<file path="src/rtl/core/hsmc_pkg.sv">
`timescale 1ns / 1ps
// ============================================================================
// Heater sleep mode controller package
// Shared types, codes and sizes for the mode controller and its submodules.
// ============================================================================
package hsmc_pkg;

    // Field widths.
    localparam int unsigned TIME_W  = 32;
    localparam int unsigned TEMP_W  = 10;
    localparam int unsigned VALUE_W = 11;
    localparam int unsigned FUNC_W  = 3;
    localparam int unsigned KIND_W  = 2;

    // Configuration port geometry.
    localparam int unsigned APB_DATA_W = 32;
    localparam int unsigned APB_ADDR_W = 5;

    // Result queue depth; must be a power of two and at least two.
    localparam int unsigned OUTQ_DEPTH = 4;

    // Operating modes, coded as they appear in mode notices.
    typedef enum logic [1:0] {
        MODE_WORKING = 2'd0,
        MODE_STANDBY = 2'd1,
        MODE_IDLE    = 2'd2,
        MODE_BOOST   = 2'd3
    } mode_t;

    // Request codes.
    typedef enum logic [FUNC_W-1:0] {
        FUNC_TICK        = 3'd0,
        FUNC_EVALUATE    = 3'd1,
        FUNC_MOTION      = 3'd2,
        FUNC_WORK_TOGGLE = 3'd3,
        FUNC_BOOST_TOGGLE = 3'd4,
        FUNC_SET_TEMP    = 3'd5,
        FUNC_READ_TEMP   = 3'd6
    } func_t;

    // Result kinds.
    typedef enum logic [KIND_W-1:0] {
        KIND_HEATER = 2'd0,
        KIND_MODE   = 2'd1,
        KIND_REPORT = 2'd2
    } kind_t;

    // Register indexes on the configuration port.
    typedef enum logic [2:0] {
        REG_STANDBY_TIMEOUT = 3'd0,
        REG_IDLE_TIMEOUT    = 3'd1,
        REG_BOOST_TIMEOUT   = 3'd2,
        REG_STANDBY_TEMP    = 3'd3,
        REG_BOOST_INCREMENT = 3'd4
    } reg_index_t;

    // Configuration register contents.
    typedef struct packed {
        logic [TIME_W-1:0] standby_timeout_ms;
        logic [TIME_W-1:0] idle_timeout_ms;
        logic [TIME_W-1:0] boost_timeout_ms;
        logic [TEMP_W-1:0] standby_temperature;
        logic [TEMP_W-1:0] boost_increment;
    } cfg_t;

    // One result item.
    typedef struct packed {
        kind_t              kind;
        logic [VALUE_W-1:0] value;
        logic               last;
    } res_t;

    // Results produced by one request, in delivery order.
    typedef struct packed {
        logic [1:0] count;
        res_t       first;
        res_t       second;
    } res_pair_t;

    // Build a result item that is not yet marked as last.
    function automatic res_t make_res(kind_t kind, logic [VALUE_W-1:0] value);
        res_t r;
        r.kind  = kind;
        r.value = value;
        r.last  = 1'b0;
        return r;
    endfunction

    // Mode code widened to the value field.
    function automatic logic [VALUE_W-1:0] mode_value(mode_t m);
        return {{(VALUE_W-2){1'b0}}, m};
    endfunction

    // Temperature widened to the value field.
    function automatic logic [VALUE_W-1:0] temp_value(logic [TEMP_W-1:0] t);
        return {{(VALUE_W-TEMP_W){1'b0}}, t};
    endfunction

endpackage

</file>
<file path="src/rtl/core/hsmc_regs.sv">
`timescale 1ns / 1ps
// ============================================================================
// Configuration register file
// APB-style slave holding the timeouts, standby temperature and boost step.
// ============================================================================
module hsmc_regs (
    input  logic                            clk,
    input  logic                            rst_n,
    input  logic                            psel,
    input  logic                            penable,
    input  logic                            pwrite,
    input  logic [hsmc_pkg::APB_ADDR_W-1:0] paddr,
    input  logic [hsmc_pkg::APB_DATA_W-1:0] pwdata,
    output logic [hsmc_pkg::APB_DATA_W-1:0] prdata,
    output logic                            pready,
    output hsmc_pkg::cfg_t                  cfg
);
    import hsmc_pkg::*;

    cfg_t       cfg_reg;
    logic       wr_en;
    reg_index_t index;

    assign pready = 1'b1;
    assign wr_en  = psel && penable && pwrite && pready;
    assign index  = reg_index_t'(paddr[4:2]);
    assign cfg    = cfg_reg;

    // Register writes; unknown indexes are dropped.
    always_ff @(posedge clk or negedge rst_n)
    begin
        if (!rst_n)
        begin
            cfg_reg <= '0;
        end
        else if (wr_en)
        begin
            unique case (index)
                REG_STANDBY_TIMEOUT: cfg_reg.standby_timeout_ms  <= pwdata[TIME_W-1:0];
                REG_IDLE_TIMEOUT:    cfg_reg.idle_timeout_ms     <= pwdata[TIME_W-1:0];
                REG_BOOST_TIMEOUT:   cfg_reg.boost_timeout_ms    <= pwdata[TIME_W-1:0];
                REG_STANDBY_TEMP:    cfg_reg.standby_temperature <= pwdata[TEMP_W-1:0];
                REG_BOOST_INCREMENT: cfg_reg.boost_increment     <= pwdata[TEMP_W-1:0];
                default:             ;
            endcase
        end
    end

    // Read data mux.
    always_comb
    begin
        prdata = '0;
        unique case (index)
            REG_STANDBY_TIMEOUT: prdata = cfg_reg.standby_timeout_ms;
            REG_IDLE_TIMEOUT:    prdata = cfg_reg.idle_timeout_ms;
            REG_BOOST_TIMEOUT:   prdata = cfg_reg.boost_timeout_ms;
            REG_STANDBY_TEMP:    prdata = {{(APB_DATA_W-TEMP_W){1'b0}}, cfg_reg.standby_temperature};
            REG_BOOST_INCREMENT: prdata = {{(APB_DATA_W-TEMP_W){1'b0}}, cfg_reg.boost_increment};
            default:             prdata = '0;
        endcase
    end

endmodule

</file>
<file path="src/rtl/core/hsmc_core.sv">
`timescale 1ns / 1ps
// ============================================================================
// Mode controller core
// Input register, mode state and the single-pass request evaluation.
// ============================================================================
module hsmc_core (
    input  logic                        clk,
    input  logic                        rst_n,
    input  logic                        in_valid,
    output logic                        in_ready,
    input  logic [hsmc_pkg::FUNC_W-1:0] in_func,
    input  logic [hsmc_pkg::TEMP_W-1:0] in_temp,
    input  hsmc_pkg::cfg_t              cfg,
    input  logic                        room,
    output hsmc_pkg::res_pair_t         res
);
    import hsmc_pkg::*;

    // Input register.
    logic              in_valid_reg;
    func_t             func_reg;
    logic [TEMP_W-1:0] temp_reg;

    // Controller state.
    mode_t             mode_reg,        mode_next;
    logic [TIME_W-1:0] now_ms_reg,      now_ms_next;
    logic [TIME_W-1:0] motion_ms_reg,   motion_ms_next;
    logic [TIME_W-1:0] boost_ms_reg,    boost_ms_next;
    logic [TEMP_W-1:0] work_temp_reg,   work_temp_next;

    logic              fire;
    logic [TIME_W-1:0] since_motion;
    logic [TIME_W-1:0] since_boost;
    logic [VALUE_W-1:0] boost_temp;
    res_pair_t         pair;

    // A held request is evaluated once the result queue has room for two.
    assign fire     = in_valid_reg && room;
    assign in_ready = !in_valid_reg || fire;

    always_ff @(posedge clk or negedge rst_n)
    begin
        if (!rst_n)
        begin
            in_valid_reg <= 1'b0;
        end
        else if (in_ready)
        begin
            in_valid_reg <= in_valid;
        end
    end

    always_ff @(posedge clk)
    begin
        if (in_ready && in_valid)
        begin
            func_reg <= func_t'(in_func);
            temp_reg <= in_temp;
        end
    end

    // State registers advance only when a request is evaluated.
    always_ff @(posedge clk or negedge rst_n)
    begin
        if (!rst_n)
        begin
            mode_reg      <= MODE_IDLE;
            now_ms_reg    <= '0;
            motion_ms_reg <= '0;
            boost_ms_reg  <= '0;
            work_temp_reg <= '0;
        end
        else if (fire)
        begin
            mode_reg      <= mode_next;
            now_ms_reg    <= now_ms_next;
            motion_ms_reg <= motion_ms_next;
            boost_ms_reg  <= boost_ms_next;
            work_temp_reg <= work_temp_next;
        end
    end

    // Elapsed times wrap modulo 2^32.
    assign since_motion = now_ms_reg - motion_ms_reg;
    assign since_boost  = now_ms_reg - boost_ms_reg;
    assign boost_temp   = temp_value(work_temp_reg) + temp_value(cfg.boost_increment);

    // Next state and the results of the held request.
    always_comb
    begin
        mode_next      = mode_reg;
        now_ms_next    = now_ms_reg;
        motion_ms_next = motion_ms_reg;
        boost_ms_next  = boost_ms_reg;
        work_temp_next = work_temp_reg;
        pair           = '0;

        unique case (func_reg)
            FUNC_TICK:
            begin
                now_ms_next = now_ms_reg + 1'b1;
            end
            FUNC_EVALUATE:
            begin
                unique case (mode_reg)
                    MODE_WORKING:
                    begin
                        if (since_motion > cfg.standby_timeout_ms)
                        begin
                            mode_next   = MODE_STANDBY;
                            pair.count  = 2'd2;
                            pair.first  = make_res(KIND_HEATER,
                                                   temp_value(cfg.standby_temperature));
                            pair.second = make_res(KIND_MODE, mode_value(MODE_STANDBY));
                        end
                    end
                    MODE_STANDBY:
                    begin
                        if (since_motion > cfg.idle_timeout_ms)
                        begin
                            mode_next  = MODE_IDLE;
                            pair.count = 2'd1;
                            pair.first = make_res(KIND_MODE, mode_value(MODE_IDLE));
                        end
                        else if (since_motion < cfg.standby_timeout_ms)
                        begin
                            mode_next   = MODE_WORKING;
                            pair.count  = 2'd2;
                            pair.first  = make_res(KIND_HEATER, temp_value(work_temp_reg));
                            pair.second = make_res(KIND_MODE, mode_value(MODE_WORKING));
                        end
                    end
                    MODE_BOOST:
                    begin
                        // Boost expiry reports the mode only, with no heater target.
                        if (since_boost > cfg.boost_timeout_ms)
                        begin
                            mode_next  = MODE_WORKING;
                            pair.count = 2'd1;
                            pair.first = make_res(KIND_MODE, mode_value(MODE_WORKING));
                        end
                    end
                    MODE_IDLE:
                    begin
                    end
                endcase
            end
            FUNC_MOTION:
            begin
                motion_ms_next = now_ms_reg;
            end
            FUNC_WORK_TOGGLE:
            begin
                if (mode_reg == MODE_IDLE || mode_reg == MODE_STANDBY)
                begin
                    mode_next      = MODE_WORKING;
                    motion_ms_next = now_ms_reg;
                    pair.count     = 2'd2;
                    pair.first     = make_res(KIND_MODE, mode_value(MODE_WORKING));
                    pair.second    = make_res(KIND_HEATER, temp_value(work_temp_reg));
                end
                else
                begin
                    mode_next  = MODE_IDLE;
                    pair.count = 2'd1;
                    pair.first = make_res(KIND_MODE, mode_value(MODE_IDLE));
                end
            end
            FUNC_BOOST_TOGGLE:
            begin
                if (mode_reg == MODE_WORKING)
                begin
                    mode_next     = MODE_BOOST;
                    boost_ms_next = now_ms_reg;
                    pair.count    = 2'd2;
                    pair.first    = make_res(KIND_MODE, mode_value(MODE_BOOST));
                    pair.second   = make_res(KIND_HEATER, boost_temp);
                end
                else if (mode_reg == MODE_BOOST)
                begin
                    mode_next   = MODE_WORKING;
                    pair.count  = 2'd2;
                    pair.first  = make_res(KIND_MODE, mode_value(MODE_WORKING));
                    pair.second = make_res(KIND_HEATER, temp_value(work_temp_reg));
                end
            end
            FUNC_SET_TEMP:
            begin
                work_temp_next = temp_reg;
                if (mode_reg == MODE_WORKING)
                begin
                    pair.count = 2'd1;
                    pair.first = make_res(KIND_HEATER, temp_value(temp_reg));
                end
            end
            FUNC_READ_TEMP:
            begin
                pair.count = 2'd1;
                pair.first = make_res(KIND_REPORT, temp_value(work_temp_reg));
            end
            default:
            begin
            end
        endcase

        // Mark the final result of the request.
        if (pair.count == 2'd1)
        begin
            pair.first.last = 1'b1;
        end
        else if (pair.count == 2'd2)
        begin
            pair.second.last = 1'b1;
        end

        if (!fire)
        begin
            pair.count = 2'd0;
        end
    end

    assign res = pair;

endmodule

</file>
<file path="src/rtl/core/hsmc_outq.sv">
`timescale 1ns / 1ps
// ============================================================================
// Result queue
// Small register queue taking up to two results a cycle, giving out one while the output is ready.
// ============================================================================
module hsmc_outq (
    input  logic                clk,
    input  logic                rst_n,
    input  hsmc_pkg::res_pair_t push,
    output logic                room,
    output logic                out_valid,
    input  logic                out_ready,
    output hsmc_pkg::res_t      out_res
);
    import hsmc_pkg::*;

    localparam int unsigned PTR_W = $clog2(OUTQ_DEPTH);
    localparam int unsigned CNT_W = $clog2(OUTQ_DEPTH + 1);

    res_t             mem_reg [OUTQ_DEPTH];
    logic [PTR_W-1:0] wr_ptr_reg, wr_ptr_next;
    logic [PTR_W-1:0] rd_ptr_reg, rd_ptr_next;
    logic [CNT_W-1:0] count_reg,  count_next;
    logic             pop;

    assign pop       = out_valid && out_ready;
    assign out_valid = (count_reg != '0);
    assign out_res   = mem_reg[rd_ptr_reg];
    assign room      = (count_reg <= CNT_W'(OUTQ_DEPTH - 2));

    // Pointer and fill count update.
    always_comb
    begin
        wr_ptr_next = wr_ptr_reg + PTR_W'(push.count);
        rd_ptr_next = pop ? rd_ptr_reg + PTR_W'(1) : rd_ptr_reg;
        count_next  = count_reg + CNT_W'(push.count) - CNT_W'(pop);
    end

    always_ff @(posedge clk or negedge rst_n)
    begin
        if (!rst_n)
        begin
            wr_ptr_reg <= '0;
            rd_ptr_reg <= '0;
            count_reg  <= '0;
        end
        else
        begin
            wr_ptr_reg <= wr_ptr_next;
            rd_ptr_reg <= rd_ptr_next;
            count_reg  <= count_next;
        end
    end

    // Result storage.
    always_ff @(posedge clk)
    begin
        if (push.count != 2'd0)
        begin
            mem_reg[wr_ptr_reg] <= push.first;
        end
        if (push.count == 2'd2)
        begin
            mem_reg[wr_ptr_reg + PTR_W'(1)] <= push.second;
        end
    end

endmodule

</file>
<file path="src/rtl/core/heater_sleep_mode_controller.sv">
`timescale 1ns / 1ps
// ============================================================================
// Heater sleep mode controller
// Top level: stream request port, APB configuration and result stream.
// ============================================================================
// A request is taken into an input register and evaluated, once the queue has
// room, in one pass against the mode state; its results, at most two, go into
// a four-entry result queue that drives the output stream one result per cycle
// while the stream is ready. Requests that cause at most one result then flow
// at one per cycle; requests that cause two results are limited by the
// single-result output port. Evaluation waits while the queue holds more than
// two results. Registers sit at byte addresses 0x00 standby timeout, 0x04 idle
// timeout, 0x08 boost timeout, 0x0C standby temperature, 0x10 boost increment;
// the user must write them only while no request is in flight (unenforced).
module heater_sleep_mode_controller (
    input  logic                            clk,
    input  logic                            rst_n,
    // Request stream.
    input  logic                            s_axis_tvalid,
    output logic                            s_axis_tready,
    input  logic [15:0]                     s_axis_tdata,  // [9:0] temperature_value
    input  logic [2:0]                      s_axis_tuser,  // [2:0] func
    // Result stream.
    output logic                            m_axis_tvalid,
    input  logic                            m_axis_tready,
    output logic [15:0]                     m_axis_tdata,  // [10:0] value
    output logic [1:0]                      m_axis_tuser,  // [1:0] kind
    output logic                            m_axis_tlast,
    // Configuration port.
    input  logic                            psel,
    input  logic                            penable,
    input  logic                            pwrite,
    input  logic [hsmc_pkg::APB_ADDR_W-1:0] paddr,
    input  logic [hsmc_pkg::APB_DATA_W-1:0] pwdata,
    output logic [hsmc_pkg::APB_DATA_W-1:0] prdata,
    output logic                            pready
);
    import hsmc_pkg::*;

    cfg_t      cfg;
    res_pair_t pair;
    res_t      out_res;
    logic      room;

    hsmc_regs u_regs (
        .clk     (clk),
        .rst_n   (rst_n),
        .psel    (psel),
        .penable (penable),
        .pwrite  (pwrite),
        .paddr   (paddr),
        .pwdata  (pwdata),
        .prdata  (prdata),
        .pready  (pready),
        .cfg     (cfg)
    );

    hsmc_core u_core (
        .clk      (clk),
        .rst_n    (rst_n),
        .in_valid (s_axis_tvalid),
        .in_ready (s_axis_tready),
        .in_func  (s_axis_tuser),
        .in_temp  (s_axis_tdata[TEMP_W-1:0]),
        .cfg      (cfg),
        .room     (room),
        .res      (pair)
    );

    hsmc_outq u_outq (
        .clk       (clk),
        .rst_n     (rst_n),
        .push      (pair),
        .room      (room),
        .out_valid (m_axis_tvalid),
        .out_ready (m_axis_tready),
        .out_res   (out_res)
    );

    // Result packing onto the stream.
    assign m_axis_tdata = {{(16-VALUE_W){1'b0}}, out_res.value};
    assign m_axis_tuser = out_res.kind;
    assign m_axis_tlast = out_res.last;

endmodule
</file>
<file path="config.mk">
export PLATFORM = sky130hd
export DESIGN_NAME = heater_sleep_mode_controller
export DESIGN_NICKNAME = d
export VERILOG_FILES = /design/src/rtl/core/hsmc_pkg.sv /design/src/rtl/core/hsmc_regs.sv /design/src/rtl/core/hsmc_core.sv /design/src/rtl/core/hsmc_outq.sv /design/src/rtl/core/heater_sleep_mode_controller.sv
export SDC_FILE = /design/constraint.sdc
export NUM_CORES = 1
export LEC_CHECK = 0
export BUFFER_PORTS_ARGS = -buffer_cell sky130_fd_sc_hd__buf_2
export CAP_MARGIN = 20
export CELL_PAD_IN_SITES_DETAIL_PLACEMENT = 1
export CELL_PAD_IN_SITES_GLOBAL_PLACEMENT = 1
export CORE_MARGIN = 2
export CORE_UTILIZATION = 25
export DETAILED_ROUTE_END_ITERATION = 7
export PLACE_DENSITY_LB_ADDON = 0.1
export SLEW_MARGIN = 30
export SYNTH_ARGS = -nofsm -noshare
export SYNTH_HDL_FRONTEND = slang
export SYNTH_HIERARCHICAL = 1
export SYNTH_SLANG_ARGS = --single-unit
</file>
<file path="constraint.sdc">
create_clock -name clk -period 6.6 [get_ports clk]
set_input_delay 1.98 -clock clk [delete_from_list [all_inputs] [get_ports clk]]
set_output_delay 1.98 -clock clk [all_outputs]
set_load 0.02 [all_outputs]
</file>
## Yosys cells after proc, flatten, opt, wreduce, memory -nomap -nowiden

Memory sizes are Yosys's and may differ from the RTL's.
Cells that the tools add are included.

| word-level totals | value |
|---|---|
| register bits | 245 |
| memory bits (writable) | 56 |
| input bits | 63 |
| output and inout port bits | 54 |
| logic and storage cells | 112 |
| memories | 1 |

Memories:

| memory | words | bits a word | rd ports | clocked after memory_dff | write ports | line | RTL |
|---|---|---|---|---|---|---|---|
| u_outq.mem_reg | 4 | 14 | 1 | 0 | 2 | hsmc_outq.sv:20 | `res_t mem_reg [OUTQ_DEPTH];` |

| cells by class | value |
|---|---|
| add/subtract/negate cells | 9 |
| $lt $le $gt $ge | 5 |
| eq/ne operators | 22 |
| muxes and demuxes | 34 |
| reductions and logical operators | 25 |

Operator list:

| operator | number |
|---|---|
| 32-bit case mux with 5 select lines | 1 |
| 30-bit two-way mux | 4 |
| 32-bit > comparator | 3 |
| 16-bit case mux with 5 select lines | 1 |
| 32-bit case mux with 2 select lines | 1 |
| 32-bit subtractor | 2 |
| 16-bit case mux with 3 select lines | 1 |
| 14-bit case mux with 3 select lines | 1 |
| 32-bit by 1-bit adder with 32-bit output (second input constant) | 1 |
| 32-bit < comparator | 1 |
| 16-bit two-way mux | 2 |
| 32-bit two-way mux | 1 |
| 15-bit two-way mux | 2 |
| 14-bit case mux with 2 select lines | 1 |
| 2-bit two-way mux | 8 |
| 14-bit two-way mux | 1 |
| 2-bit AND reduction | 7 |
| 3-bit by 2-bit == test with 1-bit output (second input constant) | 4 |
| 3-bit == test (second input constant) | 4 |
| 2-bit case mux with 3 select lines | 2 |
| 10-bit by 10-bit adder with 11-bit output | 1 |
| 11-bit two-way mux | 1 |
| 2-bit == test (second input constant) | 4 |
| 1-bit two-way mux | 7 |
| 21 further kinds | 34 |

## Logic depth before layout (Yosys ltp)

| depth | value |
|---|---|
| word-level depth | 10 |
| mapped depth | 27 |
| mapped depth without buffers | 26 |

## Hierarchy

Netlist, hierarchy kept.

Modules (own cells, without submodules):

| module | times used | cells an instance | area each (µm²) | sequential area each (µm²) |
|---|---|---|---|---|
| hsmc_core | 1 | 1386 | 11462.2 | 3119.2 |
| hsmc_regs | 1 | 398 | 5387.7 | 2902.8 |
| hsmc_outq | 1 | 179 | 3185.6 | 1856.8 |
| heater_sleep_mode_controller | 1 | 6 | 41.3 | 0.0 |

## Worst setup path after synthesis

No wires, ideal clock.

| timing path | value |
|---|---|
| path type | reg-to-reg |
| start point | register u_core.now_ms_reg[0] |
| end point | memory u_outq/mem_reg[2][0] (netlist bit) (enable) |
| library setup time | 0.390 ns |
| arrival time | 5.811 ns |
| required time | 6.210 ns |
| setup slack | 0.400 ns |
| cell stages (with the launch flop) | 23 |
| path buffers | 0 |
| period minus slack after synthesis | 6.200 ns |
| cell sequence | dfrtp_1 -> inv_1 -> ha_1 -> inv_1 -> fa_1 -> a211oi_1 -> o211a_1 -> o21ai_1 -> a21bo_2 -> a31o_2 -> a221oi_1 -> xnor2_1 -> ha_1 -> a21o_1 -> a221o_1 -> a221oi_2 -> o211ai_2 -> o2111ai_1 -> a21oi_1 -> a211oi_1 -> nor2_1 -> or3b_2 -> a21oi_1 |

RTL lines:

| element | line | RTL |
|---|---|---|
| start: declaration | hsmc_core.sv:26 | `logic [TIME_W-1:0] now_ms_reg, now_ms_next;` |
| start signal: assignment | hsmc_core.sv:76 | `now_ms_reg <= now_ms_next;` |
| end: declaration | hsmc_outq.sv:20 |  |

==> reports/results.txt <==
FP Rows - 103
number of enable flip-flop cells after synthesis - 69
placed instance area - 22600 um^2
Sw Pwr - 0.00455 W
CP max stage cell - fa_1
crit path max fanout - 8
setup tns final - 0 ns
CTS Hold Bufs - 0
Gate power share - 54.6%
crit-path max cell delay - 0.39 ns
vias in the first global route - 16500
Sequential Area - 7880 um^2
DRT Pass-1 Iters - 4
synthesized instance count - 1969
async set-reset flop share out of synthesis - 77.1%
drt total wl - 65800 um
htree depth - 2
Die Y - 287 um
via count - 15400
antenna violations before repair - 4
Routed wire per std cell - 20.2 um
Max clock buf depth - 3
Power Dens Cells - 453 nW/um^2
register share of total power - 23.6%
vias per cell - 4.72
Slew @ Worst Pin - 0.905 ns
final worst slack - 0.358 ns
All-Layer GR Usage - 16.0%
Crit Path Category - flip-flop to flip-flop
CTS Buf Count - 40
Clk Latency, worst-skew pair - 0.57 ns
TritonCTS Sinks - 301
Startpoint Class - flip-flop
Placed Cells - 3180
YS warnings - 6
total gr overflow - 0
VDD IR max - 0.000192 V
element type at the critical path end - flip-flop
dominant synthesized flop cell - dfrtp_1
Max Cap Viol - 0
core footprint - 79300 um^2
remaining antenna violation count - 0
die area - 82600 um^2
distinct cell type count after synthesis - 95
outcome - complete, no violations
register area share after synthesis - 39.2%
Critical Path AT - 6.69 ns
die width - 287 um
HP Class - flip-flop to flip-flop
Syn Area/Cell - 10.2 um^2
worst clock skew - 0.0178 ns
Slew HR - 39.5%
sw frac - 41.6%
Clk pin slew, worst setup/hold paths - 0.06 ns
Setup WS pre-CTS - 0.0238 ns
nets@finish - 2418
share of cells above drive strength 1 - 26.3%
final worst path period share - 94.6%
Finished Layout Cells - 3256
Final setup viols - 0
first-pass GRT wire length - 101000 um
leak pwr - 10.7 nW
Multi-input gate area - 11300 um^2
Pint - 0.00638 W
largest net degree at the start of global routing - 87
Clk pwr share - 21.8%
synthesized flop and latch total - 301
Starting Density - 25.3%
DRC Markers - 0
Layout area overhead - 20.4%
Clock Tree Root - clkbuf_16
RSZ-0062 raised after global routing - false
Post-DP HPWL - 51600 um
Finished Cell Area - 24200 um^2
cell area after synthesis - 20100 um^2
CTS tree - yes
max reg flops - 116
fmax - 160 MHz
IO Pins - 117
Period minus WS final - 6.24 ns
Req. time, crit path - 7.05 ns
most used cell, CP - buf_4
port buffer count - 102
DR iter-0 viols - 617
Final Wtd Congestion - 0.788
Filler Cells Inserted - 8980
Slew Limit Fails - 0
Final Hold Viols - 0
critical path: cells and delay by family, from the launching register on:
kind / cells / cell delay [ns]
adders and majority gates: 5 / 1.48
DFF: 1 / 0.37
AOI/OAI and AO/OA: 13 / 2.76
and+or+nand+nor: 1 / 0.20
xor gates and xnor gates: 3 / 0.43
buffers and inverters: 7 / 0.88
through the flow:
stage | hold slack, ns | util, % | power [W]
after floorplan | 0.480 | - | 0.00633
after global placement | 0.501 | 28.5 | 0.00838
after detailed placement | 0.501 | 28.5 | 0.00853
after CTS | 0.520 | 30.3 | 0.0110
after global routing | 0.543 | 30.5 | 0.0119
final | 0.523 | 30.5 | 0.0109
cells in the final DEF (no fill, tap or decap), drive strengths merged, types with 9 or more instances in the layout:
cell type / netlist / final
a211oi: 23 / 23
a21o: 30 / 30
a21oi: 110 / 110
a221o: 10 / 10
a22oi: 17 / 17
and3: 12 / 12
buf: 39 / 224
clkbuf: 27 / 51
clkinv: 0 / 9
dfrtp: 231 / 231
edfxtp: 69 / 69
ha: 177 / 177
inv: 196 / 199
mux2: 197 / 197
mux2i: 37 / 37
mux4: 14 / 14
nand2: 168 / 168
nand2b: 16 / 16
nand3: 38 / 38
nand4: 27 / 27
nor2: 88 / 88
nor2b: 11 / 11
nor3: 21 / 21
o211ai: 11 / 11
o21a: 14 / 14
o21ai: 128 / 128
o21bai: 11 / 11
or2: 27 / 27
xnor2: 70 / 70
xor2: 24 / 24
cells in the mapped netlist (all sizes together), types with 5 or more instances:
master | instances | area share (%)
dfrtp | 231 | 29
mux2 | 197 | 11
inv | 196 | 3.7
ha | 177 | 11
nand2 | 168 | 3.1
o21ai | 128 | 3.2
a21oi | 110 | 2.7
nor2 | 88 | 1.7
xnor2 | 70 | 3.1
edfxtp | 69 | 10
buf | 39 | 1.4
nand3 | 38 | 0.95
mux2i | 37 | 1.8
a21o | 30 | 1.1
clkbuf | 27 | 0.51
nand4 | 27 | 0.84
or2 | 27 | 0.84
xor2 | 24 | 1.0
a211oi | 23 | 0.86
nor3 | 21 | 0.60
a22oi | 17 | 0.64
nand2b | 16 | 0.50
mux4 | 14 | 1.6
o21a | 14 | 0.52
and3 | 12 | 0.40
nor2b | 11 | 0.34
o211ai | 11 | 0.44
o21bai | 11 | 0.41
a221o | 10 | 0.50
and2 | 8 | 0.25
a221oi | 7 | 0.37
and4 | 7 | 0.31
a21boi | 6 | 0.22
a31oi | 6 | 0.19
o2111ai | 6 | 0.26
nor3b | 5 | 0.27
or3 | 5 | 0.16
power groups by stage:
stage                     combinational (W)  sequential (W)  clock (W)
after global routing                0.00668         0.00265    0.00254
after detailed placement            0.00591         0.00263          0
after floorplan                     0.00388         0.00245          0
after global placement              0.00577         0.00261          0
after CTS                           0.00595         0.00260    0.00248
final                               0.00597         0.00258    0.00238
per-layer routing:
| layer | share of wire, % | vias to the layer above | GRT usage [%] |
|---|---|---|---|
| li1 | - | 7473 | - |
| met1 | 49 | 7672 | 21.8 |
| met2 | 47 | 150 | 26.9 |
| met3 | 2.4 | 63 | 1.95 |
| met4 | 1.8 | 2 | 3.33 |
| met5 | 0.018 | - | 0 |
repair_timing:
item / CTS / global route
gates resized for setup: 2 / 25
setup endpoints to repair: 10 / 114
pin swaps: 0 / 4
buffers inserted: 0 / 2
cell families after synthesis:
family	synth area share (%)
compound gates	13.6
buf+inv	5.60
other cells	0.0561
flops	39.2
simple gates	11.5
mux	14.5
xor+xnor	4.10
fa+ha+maj	11.4
area by class of cell:
class | count | area share [%]
Multi-Input combinational cell | 1411 | 46.6
Timing Repair Buffer | 224 | 6.41
Clock inverter | 22 | 1.28
Sequential cell | 301 | 32.6
Antenna cell | 1 | 0.0104
Tap cell | 1050 | 5.44
Clock buffer | 51 | 4.57
Inverter | 196 | 3.04
worst paths after layout:
path,slack [ns],end,from,depth (start not counted)
setup / recovery,0.36,u_outq/count_reg[2]$_DFF_PN0_,u_core/now_ms_reg[0]$_DFFE_PN0P_,29
hold / removal,0.52,u_core/motion_ms_reg[0]$_DFFE_PN0P_,u_core/motion_ms_reg[0]$_DFFE_PN0P_,1
setup reg to reg,0.36,u_outq/count_reg[2]$_DFF_PN0_,u_core/now_ms_reg[0]$_DFFE_PN0P_,29
hold reg to reg,0.52,u_core/motion_ms_reg[0]$_DFFE_PN0P_,u_core/motion_ms_reg[0]$_DFFE_PN0P_,1
max in group asynchronous,4.14,u_core/work_temp_reg[7]$_DFFE_PN0P_,rst_n,2
min in group asynchronous,1.40,u_core/now_ms_reg[28]$_DFFE_PN0P_,rst_n,1
Note: power is estimated with default switching activity, not from simulation.
